### src/design/kfss_pkg.sv
`timescale 1ns / 1ps
`default_nettype none

package kfss_pkg;

   // Number of slots that the tree covers; node i sits at memory address i - 1.
   localparam int MAX_SLOTS = 1024;
   localparam int ADDR_W = $clog2(MAX_SLOTS);
   // Width of counts, ranks and slot numbers (holds MAX_SLOTS itself).
   localparam int CNT_W = 11;
   // Width of a node number plus a step, which may pass MAX_SLOTS.
   localparam int SUM_W = CNT_W + 1;
   // First step of the descending walk: the smallest power of two above MAX_SLOTS / 2.
   localparam int TOP_STEP = 1 << $clog2(MAX_SLOTS / 2 + 1);
   // Reset value of the slot count register and the free count that follows from it.
   localparam int CNT_RESET = 1024;
   localparam int FREE_RESET = (CNT_RESET > MAX_SLOTS) ? MAX_SLOTS : CNT_RESET;

   localparam logic [CNT_W-1:0] MAX_CNT = CNT_W'(MAX_SLOTS);
   localparam logic [CNT_W-1:0] TOP_CNT = CNT_W'(TOP_STEP);
   localparam logic [CNT_W-1:0] CNT_RESET_VAL = CNT_W'(CNT_RESET);
   localparam logic [CNT_W-1:0] FREE_RESET_VAL = CNT_W'(FREE_RESET);

   localparam logic MODE_RESTART = 1'b0;
   localparam logic MODE_SELECT = 1'b1;

   typedef struct packed {
      logic             mode;
      logic [CNT_W-1:0] rank;
   } req_type;

   typedef struct packed {
      logic [CNT_W-1:0] slot;
      logic             error;
      logic [CNT_W-1:0] free_left;
   } rsp_type;

   // Commands from the controller to the datapath.
   typedef struct packed {
      logic accept;
      logic start_walk;
      logic walk_step;
      logic upd_start;
      logic upd_step;
      logic start_clear;
      logic clear_step;
      logic load_rsp;
   } cmd_type;

   // Status from the datapath to the controller.
   typedef struct packed {
      logic req_select;
      logic req_bad;
      logic step_last;
      logic upd_last;
      logic sweep_last;
      logic out_free;
   } status_type;

endpackage

`default_nettype wire

### src/design/kfss_ctrl.sv
`timescale 1ns / 1ps
`default_nettype none

module kfss_ctrl import kfss_pkg::*; (
   input  logic       clock,
   input  logic       reset,
   input  logic       req_valid,
   output logic       req_stall,
   input  status_type status,
   output cmd_type    cmd
);

   typedef enum logic [6:0] {
      S_INIT      = 7'b0000001,
      S_IDLE      = 7'b0000010,
      S_WALK      = 7'b0000100,
      S_UPD_START = 7'b0001000,
      S_UPD       = 7'b0010000,
      S_CLEAR     = 7'b0100000,
      S_DONE      = 7'b1000000
   } state_type;

   state_type state_ff;
   state_type state_in;

   assign req_stall = (state_ff != S_IDLE);

   always_comb begin
      state_in = state_ff;
      cmd = '0;
      unique case (state_ff)
         S_INIT: begin
            // Tree build after reset; no transaction is produced.
            cmd.clear_step = 1'b1;
            if (status.sweep_last) begin
               state_in = S_IDLE;
            end
         end
         S_IDLE: begin
            if (req_valid) begin
               cmd.accept = 1'b1;
               if (!status.req_select) begin
                  cmd.start_clear = 1'b1;
                  state_in = S_CLEAR;
               end else if (status.req_bad) begin
                  state_in = S_DONE;
               end else begin
                  cmd.start_walk = 1'b1;
                  state_in = S_WALK;
               end
            end
         end
         S_WALK: begin
            cmd.walk_step = 1'b1;
            if (status.step_last) begin
               state_in = S_UPD_START;
            end
         end
         S_UPD_START: begin
            cmd.upd_start = 1'b1;
            state_in = S_UPD;
         end
         S_UPD: begin
            cmd.upd_step = 1'b1;
            if (status.upd_last) begin
               state_in = S_DONE;
            end
         end
         S_CLEAR: begin
            cmd.clear_step = 1'b1;
            if (status.sweep_last) begin
               state_in = S_DONE;
            end
         end
         S_DONE: begin
            if (status.out_free) begin
               cmd.load_rsp = 1'b1;
               state_in = S_IDLE;
            end
         end
         default: begin
            state_in = S_IDLE;
         end
      endcase
   end

   always_ff @(posedge clock) begin
      if (reset) begin
         state_ff <= S_INIT;
      end else begin
         state_ff <= state_in;
      end
   end

endmodule

`default_nettype wire

### config.mk
export PLATFORM = sky130hd
export DESIGN_NAME = kfss_ctrl
export DESIGN_NICKNAME = d
export VERILOG_FILES = /design/src/design/kfss_pkg.sv /design/src/design/kfss_ctrl.sv
export SDC_FILE = /design/constraint.sdc
export NUM_CORES = 1
export LEC_CHECK = 0
export BUFFER_PORTS_ARGS = -buffer_cell sky130_fd_sc_hd__buf_2
export CAP_MARGIN = 20
export CORE_AREA = 2 2 46 48
export DETAILED_ROUTE_END_ITERATION = 10
export DIE_AREA = 0 0 48 50
export PLACE_DENSITY = 0.52
export SLEW_MARGIN = 20
export SYNTH_ARGS = -nofsm -noshare
export SYNTH_HDL_FRONTEND = slang
export SYNTH_SLANG_ARGS = --single-unit
### constraint.sdc
create_clock -name clock -period 2.7 [get_ports clock]
set_clock_uncertainty 0.2 [all_clocks]
set_input_delay 0.675 -clock clock [delete_from_list [all_inputs] [get_ports clock]]
set_output_delay 0.675 -clock clock [all_outputs]
set_load 0.01 [all_outputs]
==> flow_summary.toml, run 1 <==
[timing]
max_clock_freq_mhz = 373.2
slew_violations = 0
whs_ns = 0.3451
setup_viol = 0
hold_violations = 0
rsz0062_at_grt = "true"
max_slew_margin_pct = 69.49
finalCritPeriodShare_pct = 99.25
fin_crit_ns = 2.680
fin_tns_setup_ns = 0
worst_pin_slew_ns = 0.4570

[run_status]
outcome = "completed"

[synth]
ys_warn_count = 0
ys.flop_type = "dfxtp_1"
syn_inst = 73
synth.area.top_cells = "dfxtp_1 (26%), nand2b_1 (4.6%), nor3_1 (4.6%)"
ys_ff_latch = 7
synth_most_common_cell = "dfxtp_1"
syn_area_um2 = 546.8
synth_xor_area_share_pct = 3.204
synth-simple-area-share_pct = 42.79
synth_edf_count = 0
ys_types = 33
synth_fp_nets = 82
synthTopCellsByCount = "dfxtp_1 (7), nand2_1 (6), nor2_1 (6), nor3_1 (5)"
synth_top_area_share_pct = 25.63
ys_seq_area_share_pct = 25.63
avgSynthCellArea_um2 = 7.490
synth-adder-area-share_pct = 0
async_reset_ff_share_pct = 0
synth_top_area_cell = "dfxtp_1"
synth_top_family_by_area = "simple AND/OR/NAND/NOR gates"
synthMuxAreaShare_pct = 1.831
synth_compound_area_share_pct = 18.54

[setup_path]
crit_path_start_kind = "flop"
cp_num_buf_inv = 2
cp_max_fo = 4
slowest_stage = "or4_4"
arrival_ns = 1.80
end_kind = "output port"
r2r_end = "state_ff[2]$_SDFFE_PP0P_"
path_cells = "or4_4, or4b_4, inv_2, buf_6"
critPathKind = "reg2out"
critPathTopFamily = "simple AND/OR/NAND/NOR gates"
cp_data_required_time_ns = 1.82
r2r-start = "state_ff[5]$_SDFFE_PP0P_"
rrSetupSlack_ns = 0.70
rr_worst_depth = 4
max_stage_delay_ns = 0.56

[global_route]
grt_overflow = 0
grt_use_total_pct = 12.33
grt_pass1_wl_mm = 2.152
grt_max_degree = 15
grt_pass1_vias = 534
antenna_found_initial = 0

[route]
ant_nets = 0
drtPass1Iterations = 4
wirelength_mm = 1.333
post_drt_wl_per_cell_um = 11.11
drcViolationCount = 0
vias = 623
drt_iter0_drc = 14
drt-vias-per-instance = 5.192

[cells_and_area]
nNetsFinal = 103
layout-drive-gt1-share_pct = 32.26
num_antenna_cells = 0
area_growth_pct = 28.83
final.fill_count = 202
largest_reg_flops = 7
top_register = "state_ff"
reg_top3 = "state_ff: 7 flops"

[pwr]
vdd_drop_max_mv = 0.2112
p_comb_share_pct = 31.3
sw_frac_of_total_pct = 32.79
intPower_uw = 211.5
p_leak_uw = 0.0003298
p_per_area_mw_per_mm2 = 446.7
pwr-share-clk_pct = 29.2
power.total_uw = 314.7
pwr-share-seq_pct = 39.5
p_switching_uw = 103.2

[worst_hold_path]
hp-class = "reg2reg"
min_to = "state_ff[0]$_SDFFE_PP1P_"
holdPathStages = 2
hold_path_startpoint = "state_ff[0]$_SDFFE_PP1P_"

[cts]
clk-insertion-delay-late_ns = 0.25
cts_buffer_depth = 2
clock-sinks = 7
htree_levels = 1
cts_made_buffers = 3
cts_tree = "done"
clk_pin_slew_ns = 0.05
cts_root_buffer = "clkbuf_4"
cts_hold_buf = 0

[floorplanning]
die_x_um = 48
fp-row-count = 16
die_height_um = 50
initial_utilization_pct = 28.75
core_mm2 = 0.001902
dieArea_mm2 = 0.002400
io_pins = 18

[placed_design]
place_hpwl_mm = 1.030
portBuffers = 17
globalplace.congestion = 0.8797

[flow_run]
max-cap-violations = 0
-- power by group through the flow --
stage | combinational (µW) | sequential, µW | clock (µW)
final | 98.4 | 124 | 91.8
after global routing | 109 | 126 | 99.4
after floorplan | 70.0 | 120 | 0
after detailed placement | 92.8 | 126 | 0
after global placement | 94.4 | 127 | 0
after CTS | 97.6 | 124 | 95.3
-- logic make-up after synthesis --
| group | after synthesis |
|---|---|
| AOI/OAI and AO/OA | 14 |
| DFF | 7 |
| buffers and inverters | 9 |
| xor gates and xnor gates | 2 |
| muxes | 1 |
| and+or+nand+nor | 40 |
-- timing repair --
action,CTS,global route
buffers inserted,1,0
setup endpoints to repair,4,3
pin swaps,1,0
gates resized for setup,1,3
-- cell type report --
class | instances | area (µm²) | share of cell area (%)
Tap cell | 27 | 33.78 | 4.796
Sequential cell | 7 | 141.4 | 20.07
Clock buffer | 4 | 26.28 | 3.730
Inverter | 4 | 15.01 | 2.131
Multi-Input combinational cell | 57 | 366.6 | 52.04
Timing Repair Buffer | 21 | 121.4 | 17.23
-- through the flow --
| stage | instances | setup WS, ns | utilization [%] | area, µm² |
|---|---|---|---|---|
| global placement | 115 | 0.1551 | 34.67 | 659.4 |
| finish | 120 | 0.02025 | 37.04 | 704.4 |
| CTS | 120 | 0.001057 | 36.64 | 696.9 |
| detailed placement | 115 | 0.1422 | 34.67 | 659.4 |
| floorplan | 73 | 0.1896 | - | 546.8 |
| global route | 120 | -0.03515 | 37.04 | 704.4 |
-- routing by layer --
| layer | global-route usage, % | vias up | share of wire, % |
|---|---|---|---|
| met2 | 18.89 | 19 | 46 |
| met1 | 15.60 | 287 | 49 |
| met3 | 2.198 | 2 | 3.7 |
| met4 | 6.757 | 0 | 1.6 |
| li1 | - | 315 | - |
| met5 | 0 | - | 0 |
-- placed cells by master, fill, tap and decap left out --
master	n
nor4_1	4
o211a_1	1
nor3b_1	3
dfxtp_2	1
or4b_4	1
nor2_1	6
or4_4	1
xor2_1	1
buf_4	4
clkbuf_1	1
o31ai_1	3
nor3_1	5
or2_0	1
a211oi_1	1
o21ai_0	1
buf_6	1
o41ai_1	1
nand4_1	3
or3_1	1
buf_2	16
dfxtp_1	6
a211o_1	1
inv_1	3
and3b_1	1
xnor2_1	1
nand2_1	6
clkbuf_4	3
nand3_1	1
mux2i_1	1
nand2b_1	4
o2111ai_1	1
o211ai_1	2
or3b_2	2
nand3b_1	1
inv_2	1
a21oi_1	3
-- tightest hold or removal path, stage by stage, from the launching register on --
cell and delay [ns]:
dfxtp_1 0.35, o21ai_0 0.09, nand2b_1 0.06
-- worst max-delay path by stage --
stage / endpoint / slack (ns) / cells after the start / start
after floorplan: cmd[6] / 0.19 / 6 / state_ff[5]$_SDFFE_PP0P_
after global placement: cmd[5] / 0.16 / 4 / state_ff[3]$_SDFFE_PP0P_
after detailed placement: cmd[5] / 0.14 / 4 / state_ff[3]$_SDFFE_PP0P_
after CTS: cmd[5] / 0.001 / 4 / state_ff[5]$_SDFFE_PP0P_
after global routing: cmd[2] / -0.04 / 5 / state_ff[5]$_SDFFE_PP0P_
final: cmd[5] / 0.02 / 4 / state_ff[5]$_SDFFE_PP0P_
No activity file was read; power rests on OpenSTA's default activity.
==> run 2, diff against run 1 <==
--- a/config.mk
+++ b/config.mk
@@ -10,7 +10,9 @@
 export CORE_AREA = 2 2 46 48
 export DETAILED_ROUTE_END_ITERATION = 10
 export DIE_AREA = 0 0 48 50
-export PLACE_DENSITY = 0.52
+export GPL_TIMING_DRIVEN = 0
+export PLACE_DENSITY = 0.58
+export REMOVE_ABC_BUFFERS = 1
 export SLEW_MARGIN = 20
 export SYNTH_ARGS = -nofsm -noshare
 export SYNTH_HDL_FRONTEND = slang
==> run 2 against run 1 <==
Routed wire length grew 2.7%. Design area rose by 3.7%. Count of clock-buffer cells in the layout unchanged. Fmax shrank 0.55%. Via count is 3.2% lower. Utilization rose by 1.4 points. Highest routed layer unchanged. Sequential share of layout area rose by 0.31 points.
==> flow_summary.toml, run 2 (synthesis results as in run 1) <==
[run_status]
outcome = "completed"

[floorplanning]
fp-row-count = 16
die_x_um = 48
io_pins = 18
core_mm2 = 0.001902
dieArea_mm2 = 0.002400
die_height_um = 50
initial_utilization_pct = 28.75

[cells_and_area]
layout-drive-gt1-share_pct = 36.17
mostFrequentLayoutCell = "buf_2"
largest_reg_flops = 7
nNetsFinal = 104
reg_top3 = "state_ff: 7 flops"
mostFrequentLayoutCells = "buf_2 (16), nor2_1 (6), nand2_1 (6)"
top_register = "state_ff"
area_growth_pct = 33.64
num_antenna_cells = 0

[route]
drcViolationCount = 0
post_drt_wl_per_cell_um = 11.31
ant_nets = 0
drtPass1Iterations = 4
drt_iter0_drc = 8
drt-vias-per-instance = 4.983
vias = 603
wirelength_mm = 1.369

[setup_path]
cp_data_required_time_ns = 1.82
critPathKind = "reg2out"
r2r-start = "state_ff[4]$_SDFFE_PP0P_"
rrSetupSlack_ns = 0.55
arrival_ns = 1.82
crit_path_start_kind = "flop"
r2r_end = "state_ff[2]$_SDFFE_PP0P_"
end_kind = "output port"
cp_max_fo = 3
rr_worst_depth = 5

[timing]
fin_crit_ns = 2.695
slew_violations = 0
hold_violations = 0
max_slew_margin_pct = 66.13
rsz0062_at_grt = "true"
worst_pin_slew_ns = 0.5073
finalCritPeriodShare_pct = 99.80
whs_ns = 0.3391
setup_viol = 0
max_clock_freq_mhz = 371.1

[pwr]
intPower_uw = 214.1
vdd_drop_max_mv = 0.1571
pwr-share-seq_pct = 38.6
sw_frac_of_total_pct = 33.40
power.total_uw = 321.5
p_switching_uw = 107.4
p_leak_uw = 0.0003345
pwr-share-clk_pct = 28.9
p_comb_share_pct = 32.5
p_per_area_mw_per_mm2 = 439.9

[cts]
clock-sinks = 7
cts_buffer_depth = 2
htree_levels = 1
clk_pin_slew_ns = 0.05
cts_hold_buf = 0
cts_made_buffers = 3
clk-insertion-delay-late_ns = 0.25
cts_tree = "done"
cts_root_buffer = "clkbuf_4"

[global_route]
grt_use_total_pct = 13.60
grt_max_degree = 15
grt_pass1_vias = 530
grt_overflow = 0
grt_pass1_wl_mm = 2.283
antenna_found_initial = 0

[placed_design]
place_hpwl_mm = 1.018
portBuffers = 17
globalplace.congestion = 0.7337

[worst_hold_path]
holdPathStages = 2
hp-class = "reg2reg"
hold_path_startpoint = "state_ff[5]$_SDFFE_PP0P_"
min_to = "state_ff[5]$_SDFFE_PP0P_"

[flow_run]
max-cap-violations = 0
-- run 2: per-layer routing --
metal	vias up	track usage, %	routed length (µm)
met5	-	0	0
met4	0	8.108	29
met3	4	4.396	69
met2	18	20.22	619
met1	267	16.30	651
li1	314	-	-
-- run 2: power groups by stage --
stage          Clock (µW)  Combinational (µW)  Sequential, µW
2_1_floorplan           0                61.6             123
3_3_place_gp            0                88.0             127
3_5_place_dp            0                87.5             127
4_1_cts              98.9                98.7             124
5_1_grt               106                 118             126
6_report             93.0                 104             124
-- run 2: repair_timing --
action,in CTS,in global routing
pin swaps,2,3
endpoints found under the setup margin,5,4
resized for setup,9,1
setup buffers,4,1
-- run 2: critical path, cell delays in order, from the launching register on --
cell and delay (ns):
dfxtp_4 0.34, or4_4 0.56, or4b_4 0.51, inv_2 0.07
buf_6 0.09
-- run 2: final cells by class --
class	instances	area (µm²)
sequential	7	148.9
tap	27	33.78
inverter	4	15.01
timing repair buffer	22	128.9
multi-input combinational	57	377.9
clock buffer	4	26.28
fill	201	1171
-- run 2: through the flow --
step	setup slack [ns]	instance area, µm²	utilization [%]	cells	TNS, ns
finish	0.005358	730.7	38.42	121	0
global route	-0.04769	730.7	38.42	121	-0.04769
CTS	-0.04685	716.9	37.70	120	-0.04685
detailed placement	-0.06850	636.9	33.49	112	-0.1393
global placement	-0.03328	636.9	33.49	112	-0.05878
floorplan	0.1983	518.0	-	68	0
-- run 2: worst max path at each step --
stage | start | end
3_3_place_gp | state_ff[4]$_SDFFE_PP0P_ | cmd[6]
5_1_grt | state_ff[4]$_SDFFE_PP0P_ | cmd[5]
2_1_floorplan | state_ff[4]$_SDFFE_PP0P_ | cmd[6]
6_report | state_ff[4]$_SDFFE_PP0P_ | cmd[5]
3_5_place_dp | state_ff[4]$_SDFFE_PP0P_ | cmd[6]
4_1_cts | state_ff[0]$_SDFFE_PP1P_ | cmd[5]
==> run 3, diff against run 2 <==
--- a/config.mk
+++ b/config.mk
@@ -11,7 +11,7 @@
 export DETAILED_ROUTE_END_ITERATION = 10
 export DIE_AREA = 0 0 48 50
 export GPL_TIMING_DRIVEN = 0
-export PLACE_DENSITY = 0.58
+export PLACE_DENSITY = 0.59
 export REMOVE_ABC_BUFFERS = 1
 export SLEW_MARGIN = 20
 export SYNTH_ARGS = -nofsm -noshare
==> constraint.sdc (replaced) <==
create_clock -name clock -period 2.3 [get_ports clock]
set_clock_uncertainty 0.2 [all_clocks]
set_input_delay 0.575 -clock clock [delete_from_list [all_inputs] [get_ports clock]]
set_output_delay 0.575 -clock clock [all_outputs]
set_load 0.01 [all_outputs]
==> run 3 against run 2 <==
The run now ends with negative setup slack left. Sequential share of layout area shrank 1.2 points. Global-route usage hardly changed. Power is 24% higher. Design area increased by 5.1%. Routed wire length rose by 4.6%. Count of clock-buffer cells in the layout stayed put. Critical path depth stayed put. Setup slack worse by 0.27 ns. Via count is 2.8% higher. Non-clock buffer count increased by 2. Register-to-register slack got worse by 0.37 ns. Worst hold slack lost 0.024 ns. Largest cell class unchanged.
==> flow_summary.toml, run 3 (synthesis results as in run 1) <==
[run_status]
outcome = "finished with violations"
violations = "negative setup slack"

[pwr]
p_comb_share_pct = 34.8
intPower_uw = 264.3
p_leak_uw = 0.0003514
power.total_uw = 398.8
vdd_drop_max_mv = 0.2348
pwr-share-seq_pct = 37.3
p_per_area_mw_per_mm2 = 519.1
p_switching_uw = 134.4
pwr-share-clk_pct = 27.9
sw_frac_of_total_pct = 33.71

[setup_path]
cp_num_buf_inv = 2
r2r-start = "state_ff[3]$_SDFFE_PP0P_"
startpoint = "state_ff[3]$_SDFFE_PP0P_"
cp_data_required_time_ns = 1.52
critPathTopFamily = "simple AND/OR/NAND/NOR gates"
rr_worst_depth = 5
path_cells = "or4_4, or4b_4, inv_2, buf_6"
slowest_stage = "or4_4"
critPathKind = "reg2out"
cp_max_fo = 2
max_stage_delay_ns = 0.54
arrival_ns = 1.79
crit_path_start_kind = "flop"
end_kind = "output port"
rrSetupSlack_ns = 0.18
r2r_end = "state_ff[2]$_SDFFE_PP0P_"

[timing]
max_slew_margin_pct = 66.61
finalCritPeriodShare_pct = 111.5
worst_pin_slew_ns = 0.5001
rsz0062_at_grt = "true"
setup_viol = 5
slew_violations = 0
hold_violations = 0
fin_crit_ns = 2.563
max_clock_freq_mhz = 390.1
fin_ws_ns = -0.2634

[cts]
cts_made_buffers = 3
cts_tree = "done"
htree_levels = 1
clock-sinks = 7
cts_hold_buf = 0
cts_root_buffer = "clkbuf_4"
clk-insertion-delay-late_ns = 0.25
clk_pin_slew_ns = 0.05
cts_buffer_depth = 2

[placed_design]
portBuffers = 17
globalplace.congestion = 0.7827
place_hpwl_mm = 1.058
dpl_cell_area_um2 = 636.9

[cells_and_area]
reg_top3 = "state_ff: 7 flops"
top_register = "state_ff"
mostFrequentLayoutCell = "buf_2"
design_area_um2 = 768.2
seq_area_um2 = 147.6
mostFrequentLayoutCells = "buf_2 (15), nand2_1 (5), buf_4 (5)"
num_antenna_cells = 0
area_growth_pct = 40.50
nNetsFinal = 106
layout-drive-gt1-share_pct = 43.75
final.fill_count = 207
multi_input_area_um2 = 387.9
largest_reg_flops = 7

[global_route]
grt_pass1_wl_mm = 2.366
grt_pass1_vias = 559
grt_max_degree = 15
grt_overflow = 0
antenna_found_initial = 0
grt_use_total_pct = 13.59

[worst_hold_path]
min_to = "state_ff[0]$_SDFFE_PP1P_"
hold_path_startpoint = "state_ff[0]$_SDFFE_PP1P_"
hp-class = "reg2reg"
holdPathStages = 2

[floorplanning]
core_mm2 = 0.001902
fp-row-count = 16
io_pins = 18
die_x_um = 48
die_height_um = 50
dieArea_mm2 = 0.002400
initial_utilization_pct = 28.75

[route]
ant_nets = 0
vias = 620
drt_iter0_drc = 7
drt-vias-per-instance = 5.041
drtPass1Iterations = 4
wirelength_mm = 1.432
post_drt_wl_per_cell_um = 11.64
drcViolationCount = 0

[flow_run]
max-cap-violations = 0
-- run 3: area by class of cell --
class                   count  share of cell area (%)
repair buffers             24                   20.52
multi-input cells          57                   50.49
flip-flops and latches      7                   19.22
inverters                   4                   1.954
clock buffers               4                   3.420
well taps                  27                   4.397
-- run 3: tightest hold or removal path: cells and delay by family (launching register included) --
family | cells | cell delay [ns]
simple gates | 1 | 0.05
compound gates | 1 | 0.08
flops | 1 | 0.34
-- run 3: repair_timing --
action / in CTS / in global routing
pin swaps: 4 / 2
gates resized for setup: 15 / 3
setup buffers: 6 / 1
setup endpoints to repair: 5 / 8
-- run 3: per-layer routing --
metal	up-vias	track usage (%)	wire [µm]
met5	-	0	0
met1	279	16.48	623
li1	320	-	-
met2	19	22.00	708
met4	0	2.703	9
met3	2	5.495	90
-- run 3: through the flow --
step | worst slack (ns) | std cells | TNS [ns] | util, % | hold WS (ns)
after floorplan | -0.1017 | 68 | -0.2646 | - | 0.2894
after global placement | -0.3412 | 112 | -1.353 | 33.49 | 0.3288
after detailed placement | -0.3459 | 112 | -1.340 | 33.49 | 0.3115
after CTS | -0.2740 | 122 | -0.9076 | 39.61 | 0.3001
after global routing | -0.3320 | 123 | -1.740 | 40.39 | 0.3380
final | -0.2634 | 123 | -1.122 | 40.39 | 0.3155
-- run 3: power groups by stage --
stage	clock network, µW	registers (µW)	logic [µW]
2_1_floorplan	0	145	72.3
3_3_place_gp	0	149	103
3_5_place_dp	0	149	103
4_1_cts	116	147	133
5_1_grt	128	151	153
6_report	111	149	139
-- run 3: how the worst max path moves through the flow --
stage	end	slack, ns	depth (start not counted)
after floorplan	cmd[6]	-0.10	4
after global placement	cmd[6]	-0.34	5
after detailed placement	cmd[6]	-0.35	5
after CTS	cmd[5]	-0.27	4
after global routing	cmd[6]	-0.33	6
final	cmd[5]	-0.26	4
